===== config.mk =====
export PLATFORM = sky130hd
export DESIGN_NAME = grr_queue
export DESIGN_NICKNAME = d
export VERILOG_FILES = /design/src/hdl/grr_pkg.sv /design/src/hdl/grr_queue.sv
export SDC_FILE = /design/constraint.sdc
export NUM_CORES = 1
export LEC_CHECK = 0
export ABC_AREA = 1
export BUFFER_PORTS_ARGS = -buffer_cell sky130_fd_sc_hd__buf_2
export CAP_MARGIN = 40
export CORE_UTILIZATION = 50
export CTS_CLUSTER_SIZE = 30
export DETAILED_ROUTE_END_ITERATION = 10
export GPL_TIMING_DRIVEN = 0
export MAX_ROUTING_LAYER = met4
export PLACE_DENSITY = 0.77
export SLEW_MARGIN = 20
export SYNTH_ARGS = -nofsm -noshare
export SYNTH_HDL_FRONTEND = slang
export SYNTH_SLANG_ARGS = --single-unit

===== constraint.sdc =====
create_clock -name clock -period 8.1 [get_ports clock]
set_input_delay 1.62 -clock clock [delete_from_list [all_inputs] [get_ports clock]]
set_output_delay 1.62 -clock clock [all_outputs]
set_load 0.01 [all_outputs]

===== src/hdl/grr_pkg.sv =====
// shared types and constants of the ring rotation grid
package grr_pkg;

   localparam int COORD_BITS       = 7;
   localparam int DIM_BITS         = 7;
   localparam int DEPTH_BITS       = 6;
   localparam int LEN_BITS         = 9;
   localparam int STORE_CMP_BITS   = 9;
   localparam int ROT_BITS         = 30;
   localparam int ROT_COUNT_BITS   = 5;
   localparam int INDEX_BITS       = 6;
   localparam int VALUE_BITS       = 32;
   localparam int CSR_INDEX_BITS   = 2;
   localparam int CSR_DATA_BITS    = 32;

   localparam int QUEUE_DEPTH      = 2;
   localparam int QUEUE_PTR_BITS   = 1;
   localparam int QUEUE_COUNT_BITS = 2;

   localparam int OUT_DEPTH        = 4;
   localparam int OUT_PTR_BITS     = 2;
   localparam int OUT_COUNT_BITS   = 3;
   localparam int CREDIT_BITS      = 4;

   typedef logic [COORD_BITS-1:0] coord_type;
   typedef logic [DIM_BITS-1:0]   dim_type;
   typedef logic [LEN_BITS-1:0]   len_type;

   typedef enum logic {
      OP_WRITE = 1'b0,
      OP_READ  = 1'b1
   } opcode_type;

   typedef enum logic [CSR_INDEX_BITS-1:0] {
      CSR_ROW_COUNT      = 2'd0,
      CSR_COLUMN_COUNT   = 2'd1,
      CSR_ROTATION_COUNT = 2'd2
   } csr_index_type;

   // dimensions in use and sweep status
   typedef struct packed {
      logic    busy;
      dim_type rows;
      dim_type cols;
   } geom_type;

   // one classified item on its way to the back end
   typedef struct packed {
      opcode_type             op;
      logic                   ring_ok;
      logic                   store_ok;
      coord_type              row;
      coord_type              col;
      logic [DEPTH_BITS-1:0]  depth;
      coord_type              r2;
      coord_type              c2;
      len_type                h;
      len_type                hv;
      len_type                h2v;
      len_type                len;
      len_type                pos;
      logic [VALUE_BITS-1:0]  value;
   } entry_type;

endpackage


===== src/hdl/grr_queue.sv =====
// short queue of classified items between front and back end
module grr_queue (
   input  logic                 clock,
   input  logic                 reset,
   input  logic                 push,
   input  grr_pkg::entry_type   push_entry,
   output logic                 full,
   input  logic                 pop,
   output grr_pkg::entry_type   head,
   output logic                 empty
);
   import grr_pkg::*;

   entry_type                   slot_ff [QUEUE_DEPTH];
   logic [QUEUE_PTR_BITS-1:0]   wr_ptr_ff, wr_ptr_in, rd_ptr_ff, rd_ptr_in;
   logic [QUEUE_COUNT_BITS-1:0] count_ff, count_in;

   assign full  = (count_ff == QUEUE_COUNT_BITS'(QUEUE_DEPTH));
   assign empty = (count_ff == '0);
   assign head  = slot_ff[rd_ptr_ff];

   always_comb begin
      wr_ptr_in = push ? wr_ptr_ff + QUEUE_PTR_BITS'(1) : wr_ptr_ff;
      rd_ptr_in = pop ? rd_ptr_ff + QUEUE_PTR_BITS'(1) : rd_ptr_ff;
      count_in  = count_ff + QUEUE_COUNT_BITS'(push) - QUEUE_COUNT_BITS'(pop);
   end

   always_ff @(posedge clock) begin
      if (reset) begin
         wr_ptr_ff <= '0;
         rd_ptr_ff <= '0;
         count_ff  <= '0;
      end else begin
         wr_ptr_ff <= wr_ptr_in;
         rd_ptr_ff <= rd_ptr_in;
         count_ff  <= count_in;
      end
   end

   always_ff @(posedge clock) begin
      if (push) begin
         slot_ff[wr_ptr_ff] <= push_entry;
      end
   end

endmodule


==> summary.txt <==
Die
  • FP Rows: 47
  • Initial Util: 0.519
  • Area of the core: 16800 um^2
  • Die Span Y: 134 um
  • I/O pin count: 234
  • Die area: 17900 um^2
  • Width of the die: 134 um

Clock tree
  • Clock-pin slew on the worst setup and hold paths: 0.06 ns
  • Total CTS buffers: 23
  • Post_cts resized: 0
  • CTS tree: built
  • CTS Buffer Depth: 3
  • Skew-Pair Late Insertion Delay: 0.50 ns
  • Clock root cell: clkbuf_16
  • CTS Sinks: 233
  • Post-CTS Setup Bufs: 0
  • CTS Hold Bufs: 0
  • H-tree depth: 1

Yosys
  • Synth async-reset ratio: 0
  • Syn Std Cell Area: 8700 um^2
  • Post-synth EDFFs: 228
  • Top cell type's share of synthesized area: 0.787
  • Ys Warns: 0
  • Sequential fraction of the synthesis area: 0.799
  • Gate count after technology mapping: 386
  • Yosys reg bits: 233
  • Post-synthesis average cell area: 22.5 um^2
  • Synth Flop Type: edfxtp_1
  • Synth unique cells: 15
  • Post-synth top cells: 228 x edfxtp_1, 60 x mux2_4, 54 x mux2_2
  • Yosys top cell by area: edfxtp_1
  • Post-synth net total: 506
  • Largest cells by area after synthesis: edfxtp_1 79%, mux2_4 10%, mux2_2 7.0%, dfxtp_1 1.2%, buf_6 0.91%
  • Top-count cell post-synth: edfxtp_1

Placed design
  • Post-detail-place hpwl: 11300 um
  • Placed Instance Area: 10300 um^2
  • Count of buffers from port buffering: 233
  • GPL Wtd Cong: 0.781
  • Post-Place Cells: 844

Min path
  • Hold path depth: 2
  • Hold Crit Class: reg2reg
  • Worst hold start: rd_ptr_ff

Power
  • Reg power frac: 0.466
  • Pint: 2.42 mW
  • Pwr Density: 270 nW/um^2
  • Clock Power Share: 0.431
  • Net switching power: 608 uW
  • Sw Ratio: 0.200
  • Peak VDD IR: 0.253 mV
  • Comb pwr share: 0.103
  • Leakage power: 4.42 nW

Critical path
  • Worst Setup End Kind: output port
  • FF-to-FF End: slot_ff[1][60]
  • R2r setup slk: 6.40 ns
  • CP startpoint kind: flop
  • Worst path arrival time: 1.79 ns
  • R2R depth: 3
  • Critical Path RT: 6.48 ns
  • Crit path max fanout: 10
  • Reg-to-reg critical path startpoint: wr_ptr_ff
  • Crit Path Category: reg2out

Detailed routing
  • Via count: 4447
  • Via density: 5.00
  • First-pass iteration count of the detailed router: 4
  • Wire length per cell: 18.8 um
  • Drt drc: 0
  • Antenna Nets Post-Route: 0
  • Total Wirelength: 16700 um
  • Iteration-0 DRC Markers: 226

STA
  • Worst slew margin: 0.592
  • Fmax achieved: 0.293 GHz
  • Final hold vios: 0
  • Final worst clock skew: 0.0134 ns
  • RSZ-0062 raised after global routing: false
  • Final slew viol count: 0
  • Tightest Pin Transition: 0.611 ns
  • Setup Viol. Count Final: 0
  • Final Cycle Share: 0.421
  • Min Tclk post-route: 3.41 ns

GRT
  • Largest net degree at the start of global routing: 62
  • First-pass GRT wire length: 25300 um
  • Vias in the first global route: 4800
  • Antenna violations before repair: 3
  • Total grt overflow: 0
  • GRT Overall Usage: 0.191

Layout
  • Layout cell share with drive strength beyond 1: 0.610
  • Area Growth Syn to Fin: 29.0%
  • Fin util: 0.669
  • Finished Layout Cells: 889
  • # fillers: 1113
  • Fin area: 11200 um^2
  • Nets@finish: 769

Flow run
  • Max cap viols: 0

Outcome
  • Outcome: complete, no violations
==> state kept, by name (all words and copies together) (netlist names), named ones only <==
name	count
count_ff	2
rd_ptr_ff	1
slot_ff	228
wr_ptr_ff	1
==> stage by stage <==
| step | power, mW | setup TNS (ns) | hold slack [ns] | worst slack [ns] |
|---|---|---|---|---|
| floorplan | 1.62 | 0 | 0.480 | 1.08 |
| CTS | 3.06 | 0 | 0.550 | 4.64 |
| global placement | 1.74 | -166.52 | 0.498 | -1.47 |
| global route | 3.13 | 0 | 0.595 | 4.62 |
| finish | 3.03 | 0 | 0.543 | 4.69 |
| detailed placement | 1.75 | 0 | 0.506 | 4.97 |
==> routing by layer <==
layer,track usage,share of wire,vias to the layer above
met3,0.0495,0.082,28
li1,-,-,2047
met2,0.326,0.51,184
met1,0.223,0.39,2188
met4,0.0492,0.015,0
met5,-,0,-
==> area by class of cell <==
class | instances | area (um^2) | area share
well taps | 220 | 275 | 0.0245
multi-input cells | 132 | 1610 | 0.144
plain buffers | 13 | 119 | 0.0106
clock inverters | 19 | 377 | 0.0336
flip-flops and latches | 233 | 6950 | 0.619
diodes | 3 | 7.51 | 0.000669
clock buffers | 23 | 576 | 0.0513
inverters | 8 | 35.0 | 0.00312
repair buffers | 238 | 1270 | 0.114
==> critical path, cell delays in order (launching register included) <==
cell and delay, ns:
dfxtp_1 0.32, buf_6 0.12, buf_8 0.16, buf_6 0.20
mux2_4 0.33, buf_2 0.14
==> cell families (layout without fill, tap and decap cells) <==
kind of cell             Yosys count  count (layout)  share of synthesized area
buffers and inverters             21             301                     0.0171
other                              0               3                          0
XOR/XNOR                           1               1                    0.00101
multiplexers                     114             114                      0.173
AND/OR/NAND/NOR                   14              14                    0.00633
flip-flops                       233             233                      0.799
AO/OA/AOI/OAI                      1               1                   0.000575
adder cells (fa/ha/maj)            2               2                    0.00288
==> power groups by stage <==
stage	Clock [mW]	Combinational, mW	Sequential [mW]
floorplan	0	0.184	1.44
global placement	0	0.296	1.45
detailed placement	0	0.316	1.44
CTS	1.33	0.318	1.41
global route	1.38	0.335	1.42
finish	1.31	0.313	1.41
==> cells in the final DEF (no fill, tap or decap) <==
cell type and instances:
clkinv_1 3, buf_16 1, nor2_4 1, buf_6 7, nand3_1 1, bufinv_16 11
buf_2 238, inv_6 2, edfxtp_1 228, xnor2_1 1, ha_1 2, inv_1 7
clkinv_2 2, buf_12 4, clkinvlp_4 1, clkinv_4 1, dfxtp_1 5, mux2_4 60
nor2_1 7, a21oi_1 1, nand2_1 4, buf_8 1, diode_2 3, clkbuf_16 23
nor3_1 1, mux2_2 54
==> how the worst max path moves through the flow <==
stage               from              to  slack (ns)  depth (start not counted)
floorplan           push   slot_ff[0][0]        1.08                          2
global placement    push  slot_ff[0][92]       -1.47                          3
detailed placement  push  slot_ff[0][84]        4.97                          5
CTS                 flop        head[61]        4.64                          5
global route        flop        head[61]        4.62                          5
finish              flop        head[61]        4.69                          5
Power figures use the tool's default switching activity.
