===== src/hdl/grr_pkg.sv =====
// shared types and constants of the ring rotation grid
package grr_pkg;

   localparam int COORD_BITS       = 7;
   localparam int DIM_BITS         = 7;
   localparam int DEPTH_BITS       = 6;
   localparam int LEN_BITS         = 9;
   localparam int STORE_CMP_BITS   = 9;
   localparam int ROT_BITS         = 30;
   localparam int ROT_COUNT_BITS   = 5;
   localparam int INDEX_BITS       = 6;
   localparam int VALUE_BITS       = 32;
   localparam int CSR_INDEX_BITS   = 2;
   localparam int CSR_DATA_BITS    = 32;

   localparam int QUEUE_DEPTH      = 2;
   localparam int QUEUE_PTR_BITS   = 1;
   localparam int QUEUE_COUNT_BITS = 2;

   localparam int OUT_DEPTH        = 4;
   localparam int OUT_PTR_BITS     = 2;
   localparam int OUT_COUNT_BITS   = 3;
   localparam int CREDIT_BITS      = 4;

   typedef logic [COORD_BITS-1:0] coord_type;
   typedef logic [DIM_BITS-1:0]   dim_type;
   typedef logic [LEN_BITS-1:0]   len_type;

   typedef enum logic {
      OP_WRITE = 1'b0,
      OP_READ  = 1'b1
   } opcode_type;

   typedef enum logic [CSR_INDEX_BITS-1:0] {
      CSR_ROW_COUNT      = 2'd0,
      CSR_COLUMN_COUNT   = 2'd1,
      CSR_ROTATION_COUNT = 2'd2
   } csr_index_type;

   // dimensions in use and sweep status
   typedef struct packed {
      logic    busy;
      dim_type rows;
      dim_type cols;
   } geom_type;

   // one classified item on its way to the back end
   typedef struct packed {
      opcode_type             op;
      logic                   ring_ok;
      logic                   store_ok;
      coord_type              row;
      coord_type              col;
      logic [DEPTH_BITS-1:0]  depth;
      coord_type              r2;
      coord_type              c2;
      len_type                h;
      len_type                hv;
      len_type                h2v;
      len_type                len;
      len_type                pos;
      logic [VALUE_BITS-1:0]  value;
   } entry_type;

endpackage


===== src/hdl/grr_front.sv =====
// input register and ring classification of each item
module grr_front #(
   parameter int MAX_DIM = 64
) (
   input  logic                                    clock,
   input  logic                                    reset,
   input  logic                                    push,
   output logic                                    full,
   input  logic                                    req_opcode,
   input  logic [grr_pkg::INDEX_BITS-1:0]          req_row_index,
   input  logic [grr_pkg::INDEX_BITS-1:0]          req_column_index,
   input  logic signed [grr_pkg::VALUE_BITS-1:0]   req_cell_value,
   input  grr_pkg::geom_type                       geom,
   input  logic                                    queue_full,
   output logic                                    queue_push,
   output grr_pkg::entry_type                      queue_entry
);
   import grr_pkg::*;

   localparam logic [STORE_CMP_BITS-1:0] MAX_DIM_W = STORE_CMP_BITS'(MAX_DIM);

   logic                   front_valid_ff, front_valid_in;
   opcode_type             front_op_ff;
   logic [INDEX_BITS-1:0]  front_row_ff, front_col_ff;
   logic [VALUE_BITS-1:0]  front_value_ff;
   logic                   accept;

   coord_type r, c, m1r, n1c, near_a, near_b, d, r2, c2, h, v;
   len_type   hv, h2v, len, pos;
   logic      in_grid, ring_ok, store_ok;

   assign full           = geom.busy || (front_valid_ff && queue_full);
   assign accept         = push && !full;
   assign queue_push     = front_valid_ff && !queue_full;
   assign front_valid_in = accept || (front_valid_ff && queue_full);

   always_ff @(posedge clock) begin
      if (reset) begin
         front_valid_ff <= 1'b0;
      end else begin
         front_valid_ff <= front_valid_in;
      end
   end

   always_ff @(posedge clock) begin
      if (accept) begin
         front_op_ff    <= opcode_type'(req_opcode);
         front_row_ff   <= req_row_index;
         front_col_ff   <= req_column_index;
         front_value_ff <= req_cell_value;
      end
   end

   // depth is the distance to the nearest edge, then the place along the ring
   always_comb begin
      r       = {1'b0, front_row_ff};
      c       = {1'b0, front_col_ff};
      in_grid = (r < geom.rows) && (c < geom.cols);
      m1r     = geom.rows - COORD_BITS'(1) - r;
      n1c     = geom.cols - COORD_BITS'(1) - c;
      near_a  = (r < c) ? r : c;
      near_b  = (m1r < n1c) ? m1r : n1c;
      d       = (near_a < near_b) ? near_a : near_b;
      r2      = geom.rows - COORD_BITS'(1) - d;
      c2      = geom.cols - COORD_BITS'(1) - d;
      ring_ok = in_grid && (d < r2) && (d < c2);
      h       = c2 - d;
      v       = r2 - d;
      hv      = LEN_BITS'(h) + LEN_BITS'(v);
      h2v     = hv + LEN_BITS'(h);
      len     = LEN_BITS'({hv, 1'b0});
      if (r == d) begin
         pos = LEN_BITS'(c) - LEN_BITS'(d);
      end else if (c == c2) begin
         pos = LEN_BITS'(h) + LEN_BITS'(r) - LEN_BITS'(d);
      end else if (r == r2) begin
         pos = hv + LEN_BITS'(c2) - LEN_BITS'(c);
      end else begin
         pos = h2v + LEN_BITS'(r2) - LEN_BITS'(r);
      end
      store_ok = ({2'b0, r} < MAX_DIM_W) && ({2'b0, c} < MAX_DIM_W);
   end

   always_comb begin
      queue_entry.op       = front_op_ff;
      queue_entry.ring_ok  = ring_ok;
      queue_entry.store_ok = store_ok;
      queue_entry.row      = r;
      queue_entry.col      = c;
      queue_entry.depth    = DEPTH_BITS'(d);
      queue_entry.r2       = r2;
      queue_entry.c2       = c2;
      queue_entry.h        = LEN_BITS'(h);
      queue_entry.hv       = hv;
      queue_entry.h2v      = h2v;
      queue_entry.len      = len;
      queue_entry.pos      = pos;
      queue_entry.value    = front_value_ff;
   end

endmodule


===== config.mk =====
export PLATFORM = sky130hd
export DESIGN_NAME = grr_front
export DESIGN_NICKNAME = d
export VERILOG_FILES = /design/src/hdl/grr_pkg.sv /design/src/hdl/grr_front.sv
export SDC_FILE = /design/constraint.sdc
export NUM_CORES = 1
export LEC_CHECK = 0
export ABC_AREA = 1
export BUFFER_PORTS_ARGS = -buffer_cell sky130_fd_sc_hd__buf_2
export CAP_MARGIN = 20
export CORE_MARGIN = 1
export CORE_UTILIZATION = 30
export CTS_BUF_LIST = sky130_fd_sc_hd__clkbuf_8
export DETAILED_ROUTE_END_ITERATION = 16
export SETUP_SLACK_MARGIN = 0.1
export SLEW_MARGIN = 30
export SYNTH_ARGS = -nofsm -noshare
export SYNTH_HDL_FRONTEND = slang
export SYNTH_SLANG_ARGS = --single-unit

===== constraint.sdc =====
create_clock -name clock -period 13.7 [get_ports clock]
set_input_delay 2.74 -clock clock [delete_from_list [all_inputs] [get_ports clock]]
set_output_delay 2.74 -clock clock [all_outputs]
set_load 0.1 [all_outputs]

==> results.ini <==
[clock_network]
cts_hold_buf = 0
cts_buffer_depth = 2
clkTransAtPathRegs_ps = 90
clk_latency_ps = 300
cts_buffers = 5
h-tree-depth = 2
cts_root_buffer = clkbuf_8
cts_tree = yes
clkSinkCount = 46

[global_routing]
first_global_vias = 7873
antenna_found_initial = 1
grt-ovfl-total = 0
grt_pass1_wl_um = 41400
grt_start_max_net_pins = 47
grt_usage_pct = 22.14

[worst_hold_path]
whs_path_depth = 4
hold_class = reg2reg
holdPathEnd = front_valid_ff
holdCritStartpoint = front_valid_ff

[logic_synthesis]
yosysWarnings = 0
ys_seq_area_share_pct = 18.90
syn_area_um2 = 7257
ys_async_sr_fraction_pct = 0
synth_edf_count = 45
yosys-top-cells-area = ha_1 21%, edfxtp_1 19%, inv_1 9.2%
synth-seq-cells = 46
syn_area_per_cell_um2 = 7.647
synth_top_area_share_pct = 20.86
synthFlopType = edfxtp_1
yosysUniqueCellTypes = 47
syn_inst = 949
yosysTopAreaCell = ha_1

[critical_path]
reg2reg_slack_ps = 12040
worstPathRequired_ps = 10960
end_kind = primary output
worst-path-buf-inv = 14
setup.worst_path.start_class = primary input
critical-path-top-delay-family = adder cells
timing.rr.start = front_valid_ff
cp_slowest_stage_delay_ps = 540
worst_path_max_delay_cell = fa_1
path_max_fanout = 6
rr_worst_depth = 5
r2r-end = front_col_ff[5]
arrival_ps = 11520
cp_common_cell = ha_4
crit_type = in2out

[sta]
fin_crit_ps = 14260
relSlewSlack_pct = 57.61
rsz0062_at_grt = true
finalHoldViolations = 0
fmax_mhz = 70.10
skew_ps = 2.891
setup_ws_ps = -564.6
worst_pin_slew_ps = 635.8
period_share_pct = 104.1
slew_violations = 0
setup_viol = 5

[place]
port_buffers = 172
place_inst = 1650
hpwl_um = 22140
gp_congestion = 0.9161

[job]
maxCapViolCount = 0

[final_layout]
final_layout_size_suffix_gt1_share_pct = 50.74
syn_to_final_growth_pct = 69.00
nNetsFinal = 1623
final_cells = 1736
antenna_cells = 0

[die]
io_pins = 180
coreArea_um2 = 23610
start_util_pct = 30.73
num_rows = 56
die_h_um = 157.5
die-area_um2 = 24820
die_w_um = 157.5

[detailed_routing]
viasPerCell = 4.603
drc_errors = 0
postRouteAntennaNets = 0
dr.pass1.iters = 4
via_count = 7991
drt_iter0_markers = 454
wl_per_cell_um = 15.94
wirelength_um = 27680

[status]
violations = setup timing
status = finished, violations left

kinds of logic after synthesis:
family | count (synthesis) | share of synthesized area, %
fa+ha+maj | 143 | 26.93
other cells | 2 | 0.1035
flops | 46 | 18.90
buf+inv | 203 | 11.67
compound gates | 117 | 9.689
simple gates | 371 | 24.62
xor+xnor | 67 | 8.086
placed cells by master, fill, tap and decap left out, types with 15 or more instances in the layout:
cell type and instances:
buf_2 157, buf_4 295, nand3_1 49, inv_1 144, nand2_2 40, inv_2 24
nand4_1 18, xor2_1 27, nand2_1 144, ha_4 31, ha_1 88, fa_1 15
edfxtp_1 45, a21oi_1 40, nor2_1 53
worst reg2reg max path, stage by stage (launching register included):
cell and delay (ps):
dfxtp_1 320, nand2_1 50, inv_1 40, or2_2 320, nor2_4 80, buf_4 480
Yosys cell counts (2+ instances only):
cell      number
inv_1        178
nand2_1      171
ha_1         121
nor2_1        63
a21oi_1       57
nand3_1       54
xor2_1        52
edfxtp_1      45
fa_1          22
nand2_2       19
o21ai_0       19
buf_4         18
nand4_1       18
xnor2_1       15
o21bai_1      14
nand2_4        9
nor3_1         8
a31oi_1        7
nand3_2        6
inv_2          5
nor2_2         5
o21ai_1        5
and2_1         4
nand3_4        3
nand3b_1       3
a21o_1         2
and3_1         2
conb_1         2
o21a_1         2
o21ai_4        2
or2_2          2
flip-flops by register name (all words and copies together) (netlist names):
register	count
front_op_ff	1
front_col_ff	6
front_value_ff	32
front_valid_ff	1
front_row_ff	6
worst max-delay path by stage:
stage                 endpoint  slack (ps)  depth (start not counted)  startpoint
2_1_floorplan  queue_entry[40]       -2960                         58     geom[7]
3_3_place_gp   queue_entry[40]        -660                         62     geom[7]
3_5_place_dp   queue_entry[40]        -740                         59     geom[7]
4_1_cts        queue_entry[40]        -240                         63     geom[7]
5_1_grt        queue_entry[40]       -1010                         62     geom[7]
6_report       queue_entry[40]        -560                         57     geom[7]
layer usage:
metal | GRT usage (%) | vias up | wire length (um)
met5 | 0 | - | 0
met4 | 5.270 | 0 | 485
met1 | 29.09 | 3714 | 12530
met3 | 2.643 | 34 | 1535
li1 | - | 3975 | -
met2 | 38.37 | 268 | 13120
cell type report:
cell class | instances | area, um^2
inverter | 183 | 738.2
tap | 319 | 399.1
sequential | 46 | 1371
fill | 2208 | 11350
timing repair buffer | 471 | 3332
clock inverter | 3 | 28.78
clock buffer | 5 | 68.82
multi-input combinational | 709 | 6326
metrics by stage:
| stage | util, % | hold slack, ps | area (um^2) | TNS [ps] | worst slack (ps) |
|---|---|---|---|---|---|
| 3_3_place_gp | 46.34 | 549.8 | 10940 | -2149 | -659.2 |
| 2_1_floorplan | - | 523.7 | 7999 | -27890 | -2960 |
| 5_1_grt | 51.94 | 623.4 | 12260 | -4132 | -1015 |
| 3_5_place_dp | 46.34 | 555.7 | 10940 | -2614 | -742.0 |
| 4_1_cts | 50.85 | 583.9 | 12010 | -503.6 | -242.1 |
| 6_report | 51.94 | 584.5 | 12260 | -1757 | -564.6 |
timing repair:
item | in CTS | in global routing
setup buffers | 66 | 13
pin swaps | 80 | 43
resized for setup | 99 | 29
setup endpoints to repair | 6 | 9
Power is not shown: default switching activity piles up to over one toggle a cycle in this logic, so the estimate is an artifact.
