File: config.mk
export PLATFORM = sky130hd
export DESIGN_NAME = grr_residue
export DESIGN_NICKNAME = d
export VERILOG_FILES = /design/src/hdl/grr_pkg.sv /design/src/hdl/grr_residue.sv
export SDC_FILE = /design/constraint.sdc
export NUM_CORES = 2
export LEC_CHECK = 0
export BUFFER_PORTS_ARGS = -buffer_cell sky130_fd_sc_hd__buf_2
export CORE_UTILIZATION = 37
export DETAILED_ROUTE_END_ITERATION = 10
export PLACE_DENSITY_LB_ADDON = 0.2
export REMOVE_ABC_BUFFERS = 1
export SYNTH_ARGS = -nofsm -noshare
export SYNTH_HDL_FRONTEND = slang
export SYNTH_SLANG_ARGS = --single-unit
File: constraint.sdc
create_clock -name clock -period 4.4 [get_ports clock]
set_input_delay 0.44 -clock clock [delete_from_list [all_inputs] [get_ports clock]]
set_output_delay 0.44 -clock clock [all_outputs]
set_load 0.02 [all_outputs]
File: src/hdl/grr_pkg.sv
// shared types and constants of the ring rotation grid
package grr_pkg;

   localparam int COORD_BITS       = 7;
   localparam int DIM_BITS         = 7;
   localparam int DEPTH_BITS       = 6;
   localparam int LEN_BITS         = 9;
   localparam int STORE_CMP_BITS   = 9;
   localparam int ROT_BITS         = 30;
   localparam int ROT_COUNT_BITS   = 5;
   localparam int INDEX_BITS       = 6;
   localparam int VALUE_BITS       = 32;
   localparam int CSR_INDEX_BITS   = 2;
   localparam int CSR_DATA_BITS    = 32;

   localparam int QUEUE_DEPTH      = 2;
   localparam int QUEUE_PTR_BITS   = 1;
   localparam int QUEUE_COUNT_BITS = 2;

   localparam int OUT_DEPTH        = 4;
   localparam int OUT_PTR_BITS     = 2;
   localparam int OUT_COUNT_BITS   = 3;
   localparam int CREDIT_BITS      = 4;

   typedef logic [COORD_BITS-1:0] coord_type;
   typedef logic [DIM_BITS-1:0]   dim_type;
   typedef logic [LEN_BITS-1:0]   len_type;

   typedef enum logic {
      OP_WRITE = 1'b0,
      OP_READ  = 1'b1
   } opcode_type;

   typedef enum logic [CSR_INDEX_BITS-1:0] {
      CSR_ROW_COUNT      = 2'd0,
      CSR_COLUMN_COUNT   = 2'd1,
      CSR_ROTATION_COUNT = 2'd2
   } csr_index_type;

   // dimensions in use and sweep status
   typedef struct packed {
      logic    busy;
      dim_type rows;
      dim_type cols;
   } geom_type;

   // one classified item on its way to the back end
   typedef struct packed {
      opcode_type             op;
      logic                   ring_ok;
      logic                   store_ok;
      coord_type              row;
      coord_type              col;
      logic [DEPTH_BITS-1:0]  depth;
      coord_type              r2;
      coord_type              c2;
      len_type                h;
      len_type                hv;
      len_type                h2v;
      len_type                len;
      len_type                pos;
      logic [VALUE_BITS-1:0]  value;
   } entry_type;

endpackage

File: src/hdl/grr_residue.sv
// configuration registers and per-ring residue sweep of the rotation count
module grr_residue #(
   parameter int MAX_DIM = 64
) (
   input  logic                                 clock,
   input  logic                                 reset,
   input  logic                                 valid,
   output logic                                 ready,
   input  logic [grr_pkg::CSR_INDEX_BITS-1:0]   csr_index,
   input  logic [grr_pkg::CSR_DATA_BITS-1:0]    csr_wdata,
   output grr_pkg::geom_type                    geom,
   input  logic [grr_pkg::DEPTH_BITS-1:0]       lookup_depth,
   output grr_pkg::len_type                     lookup_residue
);
   import grr_pkg::*;

   localparam int DIM_CAP   = (MAX_DIM < 128) ? MAX_DIM : 128;
   localparam int HALF      = DIM_CAP / 2;
   localparam int LANE_BITS = (HALF > 1) ? $clog2(HALF) : 1;
   localparam int LANES     = 2 ** LANE_BITS;
   localparam logic [STORE_CMP_BITS-1:0] MAX_DIM_W = STORE_CMP_BITS'(MAX_DIM);
   localparam logic [ROT_COUNT_BITS-1:0] LAST_BIT  = ROT_COUNT_BITS'(ROT_BITS - 1);

   dim_type                   row_count_ff, row_count_in;
   dim_type                   column_count_ff, column_count_in;
   logic [ROT_BITS-1:0]       rotation_count_ff, rotation_count_in;
   logic [ROT_BITS-1:0]       shift_ff, shift_in;
   logic [ROT_COUNT_BITS-1:0] bit_cnt_ff, bit_cnt_in;
   logic                      busy_ff, busy_in;
   len_type                   rem_ff [LANES];
   len_type                   rem_in [LANES];
   len_type                   lane_len [LANES];
   logic [LEN_BITS:0]         ext;
   logic [11:0]               perim;
   logic                      csr_write;

   assign ready     = 1'b1;
   assign csr_write = valid && ready;

   // dimensions above the store size fold to the store size
   assign geom.busy = busy_ff;
   assign geom.rows = ({2'b0, row_count_ff} > MAX_DIM_W) ? DIM_BITS'(MAX_DIM_W) : row_count_ff;
   assign geom.cols = ({2'b0, column_count_ff} > MAX_DIM_W) ?
                      DIM_BITS'(MAX_DIM_W) : column_count_ff;

   assign lookup_residue = rem_ff[lookup_depth[LANE_BITS-1:0]];

   // ring length of each depth, 2(m+n) - 4 - 8d
   always_comb begin
      perim = 12'({geom.rows, 1'b0}) + 12'({geom.cols, 1'b0});
      for (int i = 0; i < LANES; i++) begin
         lane_len[i] = (perim > 12'(4 + 8 * i)) ? LEN_BITS'(perim - 12'(4 + 8 * i))
                                                : LEN_BITS'(1);
      end
   end

   always_comb begin
      row_count_in      = row_count_ff;
      column_count_in   = column_count_ff;
      rotation_count_in = rotation_count_ff;
      shift_in          = shift_ff;
      bit_cnt_in        = bit_cnt_ff;
      busy_in           = busy_ff;
      ext               = '0;
      for (int i = 0; i < LANES; i++) begin
         rem_in[i] = rem_ff[i];
      end
      if (csr_write) begin
         case (csr_index_type'(csr_index))
            CSR_ROW_COUNT: begin
               row_count_in = csr_wdata[DIM_BITS-1:0];
            end
            CSR_COLUMN_COUNT: begin
               column_count_in = csr_wdata[DIM_BITS-1:0];
            end
            CSR_ROTATION_COUNT: begin
               rotation_count_in = csr_wdata[ROT_BITS-1:0];
            end
            default: begin
            end
         endcase
         busy_in    = 1'b1;
         bit_cnt_in = '0;
         shift_in   = rotation_count_in;
         for (int i = 0; i < LANES; i++) begin
            rem_in[i] = '0;
         end
      end else if (busy_ff) begin
         // restoring remainder, one bit of the count per cycle in every lane
         for (int i = 0; i < LANES; i++) begin
            ext = {rem_ff[i], shift_ff[ROT_BITS-1]};
            rem_in[i] = (ext >= {1'b0, lane_len[i]}) ?
                        LEN_BITS'(ext - {1'b0, lane_len[i]}) : LEN_BITS'(ext);
         end
         shift_in = {shift_ff[ROT_BITS-2:0], 1'b0};
         if (bit_cnt_ff == LAST_BIT) begin
            busy_in = 1'b0;
         end else begin
            bit_cnt_in = bit_cnt_ff + ROT_COUNT_BITS'(1);
         end
      end
   end

   always_ff @(posedge clock) begin
      if (reset) begin
         row_count_ff      <= DIM_BITS'(2);
         column_count_ff   <= DIM_BITS'(2);
         rotation_count_ff <= '0;
         shift_ff          <= '0;
         bit_cnt_ff        <= '0;
         busy_ff           <= 1'b1;
         for (int i = 0; i < LANES; i++) begin
            rem_ff[i] <= '0;
         end
      end else begin
         row_count_ff      <= row_count_in;
         column_count_ff   <= column_count_in;
         rotation_count_ff <= rotation_count_in;
         shift_ff          <= shift_in;
         bit_cnt_ff        <= bit_cnt_in;
         busy_ff           <= busy_in;
         for (int i = 0; i < LANES; i++) begin
            rem_ff[i] <= rem_in[i];
         end
      end
   end

endmodule

==> results.sh <==
export IMPL_status="complete, but fails checks"
export IMPL_violations="setup timing"
export IMPL_path_delay_family="compound AO/OA/AOI/OAI gates"
export IMPL_min_period_ns=4.43
export IMPL_root_buffer="clkbuf_16"
export IMPL_dr_first_iter_drc_count=2535
export IMPL_grt_pass1_wl_um=193000
export IMPL_area_delta_synth_final_pct=41.3
export IMPL_synth_xor_area_share_pct=4.49
export IMPL_ff2ff_path_depth=21
export IMPL_track_usage_pct=27.8
export IMPL_cts_buffers=49
export IMPL_start_util_pct=37.4
export IMPL_max_stage_delay_ns=0.51
export IMPL_drtPass1Iterations=6
export IMPL_post_synth_top_count_cell="nand2_1"
export IMPL_synth_compound_area_share_pct=22.2
export IMPL_ant_nets=0
export IMPL_drc=0
export IMPL_r2r_slack_ns=-0.03
export IMPL_min_period_over_period_pct=101
export IMPL_maxSlewViolCount=0
export IMPL_h_tree_depth=2
export IMPL_grt_max_degree=167
export IMPL_startpoint="row_count_ff[6]"
export IMPL_min_path_type="primary input to flip-flop"
export IMPL_net_switching_power_mw=15.8
export IMPL_cts_buffer_depth=3
export IMPL_clock_latency_ns=0.63
export IMPL_ir_drop_mv=0.642
export IMPL_synth_top_area_cell="dfxtp_1"
export IMPL_worstMarginPinSlew_ns=1.09
export IMPL_setup_violations=1
export IMPL_fmax_mhz=226
export IMPL_ys_warn_count=0
export IMPL_crit_path_end="rem_ff[5][1]"
export IMPL_synth_top_cell_area_share_pct=22.7
export IMPL_io_pins=68
export IMPL_start_kind="flip-flop"
export IMPL_synth_cells=3964
export IMPL_p_leak_nw=19.0
export IMPL_end_kind="flip-flop"
export IMPL_core_area_um2=86800
export IMPL_p_int_mw=21.4
export IMPL_worst_path_buf_inv=6
export IMPL_synth_area_leaders="dfxtp_1 23%, ha_1 12%, mux2i_1 7.1%"
export IMPL_nets=5204
export IMPL_synth_commonest_cells="460 x nand2_1, 368 x dfxtp_1, 335 x o21ai_0, 300 x ha_1, 299 x a21oi_1"
export IMPL_power_density_nw_per_um2=812
export IMPL_ys_seq_elements=368
export IMPL_die_x_um=298
export IMPL_crit_chain="buf_6, nand2b_4, fa_2, nor2b_4, o22ai_4, xnor2_2, buf_4, buf_4, o21ai_2, buf_6, nand2_4, inv_1, ha_2, inv_1, fa_2, a21o_1, a221o_1, a2111o_1, nand2_4, mux2i_1, a21oi_1"
export IMPL_cp_data_arrival_time_ns=4.88
export IMPL_io_buffers=63
export IMPL_post_drt_wl_per_cell_um=21.4
export IMPL_synth_edff_count=0
export IMPL_syn_cell_area_um2=32400
export IMPL_cp_depth=21
export IMPL_num_vias=34500
export IMPL_dieArea_um2=88800
export IMPL_hold_violations=0
export IMPL_rows=108
export IMPL_ys_seq_area_share_pct=22.7
export IMPL_syn_area_per_cell_um2=8.17
export IMPL_synth_top_family_by_area="compound AO/OA/AOI/OAI gates"
export IMPL_vias_per_cell=5.73
export IMPL_worstPathRequired_ns=4.86
export IMPL_critPathKind="flip-flop to flip-flop"
export IMPL_r2r_start="row_count_ff[6]"
export IMPL_clockPowerShare_pct=11.6
export IMPL_synth_mux_area_share_pct=13.7
export IMPL_cp_max_fo=7
export IMPL_wl_um=129000
export IMPL_rsz0062_at_grt="true"
export IMPL_cts_hold_buf=0
export IMPL_power_mw=37.2
export IMPL_cts_sinks=368
export IMPL_clkTransAtPathRegs_ns=0.06
export IMPL_cpMaxStageDelayCell="a2111o_1"
export IMPL_reg2reg_to="rem_ff[5][1]"
export IMPL_worst_hold_slack_ns=0.0775
export IMPL_hpwl_um=93100
export IMPL_antenna_found_initial=8
export IMPL_overflow=0
export IMPL_layout_drive_gt1_share_pct=34.8
export IMPL_synth_main_ff_cell="dfxtp_1"
export IMPL_cts_tree="done"
export IMPL_relSlewSlack_pct=27.4
export IMPL_async_flop_share_pct=0
export IMPL_max_cap_viol_count=0
export IMPL_power_frac_comb_pct=72.5
export IMPL_synth_fa_ha_area_share_pct=13.6
export IMPL_fin_ws_ns=-0.0251
export IMPL_skew_ns=0.0307
export IMPL_die_h_um=298
export IMPL_yosysUniqueCellTypes=80
export IMPL_place_congestion=1.01
export IMPL_synthSimpleGateAreaFrac_pct=19.6
export IMPL_first_global_vias=32200
export IMPL_seqPwrFrac_pct=15.8
export IMPL_power_switching_share_pct=42.4
==> power by group through the flow <==
stage          clock network, mW  logic (mW)  registers, mW
2_1_floorplan                  0        14.6           5.16
3_3_place_gp                   0        23.1           5.80
3_5_place_dp                   0        23.2           5.81
4_1_cts                     4.42        24.2           5.75
5_1_grt                     4.54        29.3           6.00
6_report                    4.33        27.0           5.89
==> cell usage in the layout (no fill, tap or decap), types with 23 or more instances in the layout <==
master     count
nand3b_1      44
buf_6         81
a31oi_1       38
buf_2         62
nor3_1        54
ha_1         231
a21boi_0      34
or3_1         37
a211oi_1      83
dfxtp_1      363
or2_2         40
nor2b_1       61
inv_1         70
buf_4        843
a21oi_1      245
a21oi_2       45
mux2i_1      223
ha_4          58
nand2_1      430
mux4_2        90
o2111ai_1     25
o21ai_1       37
nor2_1       268
fa_2          24
xor2_1        79
nand2_2       26
o21a_1        62
nand4_1       70
xnor2_1       67
a21o_1        23
clkbuf_16     50
buf_12        32
nand2b_1      51
o21ai_0      297
nand3_1       84
==> logic make-up (layout without fill, tap and decap cells) <==
group | after synthesis | in the layout
adders and majority gates | 333 | 333
muxes | 329 | 329
DFF | 368 | 368
xor gates and xnor gates | 166 | 166
and+or+nand+nor | 1320 | 1321
AOI/OAI and AO/OA | 1146 | 1146
other | 1 | 3
buffers and inverters | 301 | 1200
==> what timing repair did <==
item / in CTS / in global routing
pin swaps: 62 / 140
gates cloned: 3 / 2
setup endpoints to repair: 277 / 275
resized for setup: 190 / 453
setup buffers: 39 / 70
==> layer usage <==
layer | part of all wire [%] | global-route usage, % | routed length, um
met5 | 0.040 | 0 | 52
met4 | 4.1 | 10.2 | 5260
met3 | 6.9 | 3.81 | 8950
met2 | 45 | 43.9 | 57700
met1 | 44 | 38.3 | 57100
==> worst register-to-register path: cells and delay by family, from the launching register on <==
kind / cells / cell delay, ns
mux: 1 / 0.24
flops: 1 / 0.34
compound gates: 6 / 1.30
buf+inv: 6 / 0.72
fa+ha+maj: 3 / 1.00
simple gates: 4 / 0.55
xor+xnor: 1 / 0.13
==> final cells by class <==
cell class	count	area [um2]
antenna	2	5.00
clock buffer	70	1410
clock inverter	17	293
fill	8137	41000
inverter	85	332
multi-input combinational	3296	26600
sequential	368	7380
tap	1155	1450
timing repair buffer	1028	8360
==> stage by stage <==
step | instance area (um2) | setup WS [ns] | instances | util (%) | setup TNS, ns
floorplan | 31500 | -9.15 | 3748 | - | -1652.77
global placement | 40200 | -0.633 | 5825 | 46.3 | -65.85
detailed placement | 40200 | -0.722 | 5825 | 46.3 | -75.85
CTS | 43000 | -0.00777 | 5951 | 49.6 | -0.0132
global route | 45800 | -0.182 | 6020 | 52.8 | -14.06
finish | 45800 | -0.0251 | 6021 | 52.8 | -0.0251
==> registers in the layout, indices dropped and copies added, names as in the netlist <==
name / count
bit_cnt_ff: 5
busy_ff: 1
column_count_ff: 7
rem_ff: 288
rotation_count_ff: 30
row_count_ff: 7
shift_ff: 30
==> worst min-delay path by stage <==
stage                                from  slack (ns)               endpoint  cells past startpoint
CTS                         csr_wdata[24]        0.04  rotation_count_ff[24]                      3
finish                      csr_wdata[24]        0.08  rotation_count_ff[24]                      3
detailed placement  rotation_count_ff[18]        0.45  rotation_count_ff[18]                      2
global route                csr_wdata[14]        0.08  rotation_count_ff[14]                      3
global placement    rotation_count_ff[22]        0.44  rotation_count_ff[22]                      2
floorplan              column_count_ff[1]        0.43     column_count_ff[1]                      1
Power figures use the tool's default switching activity.
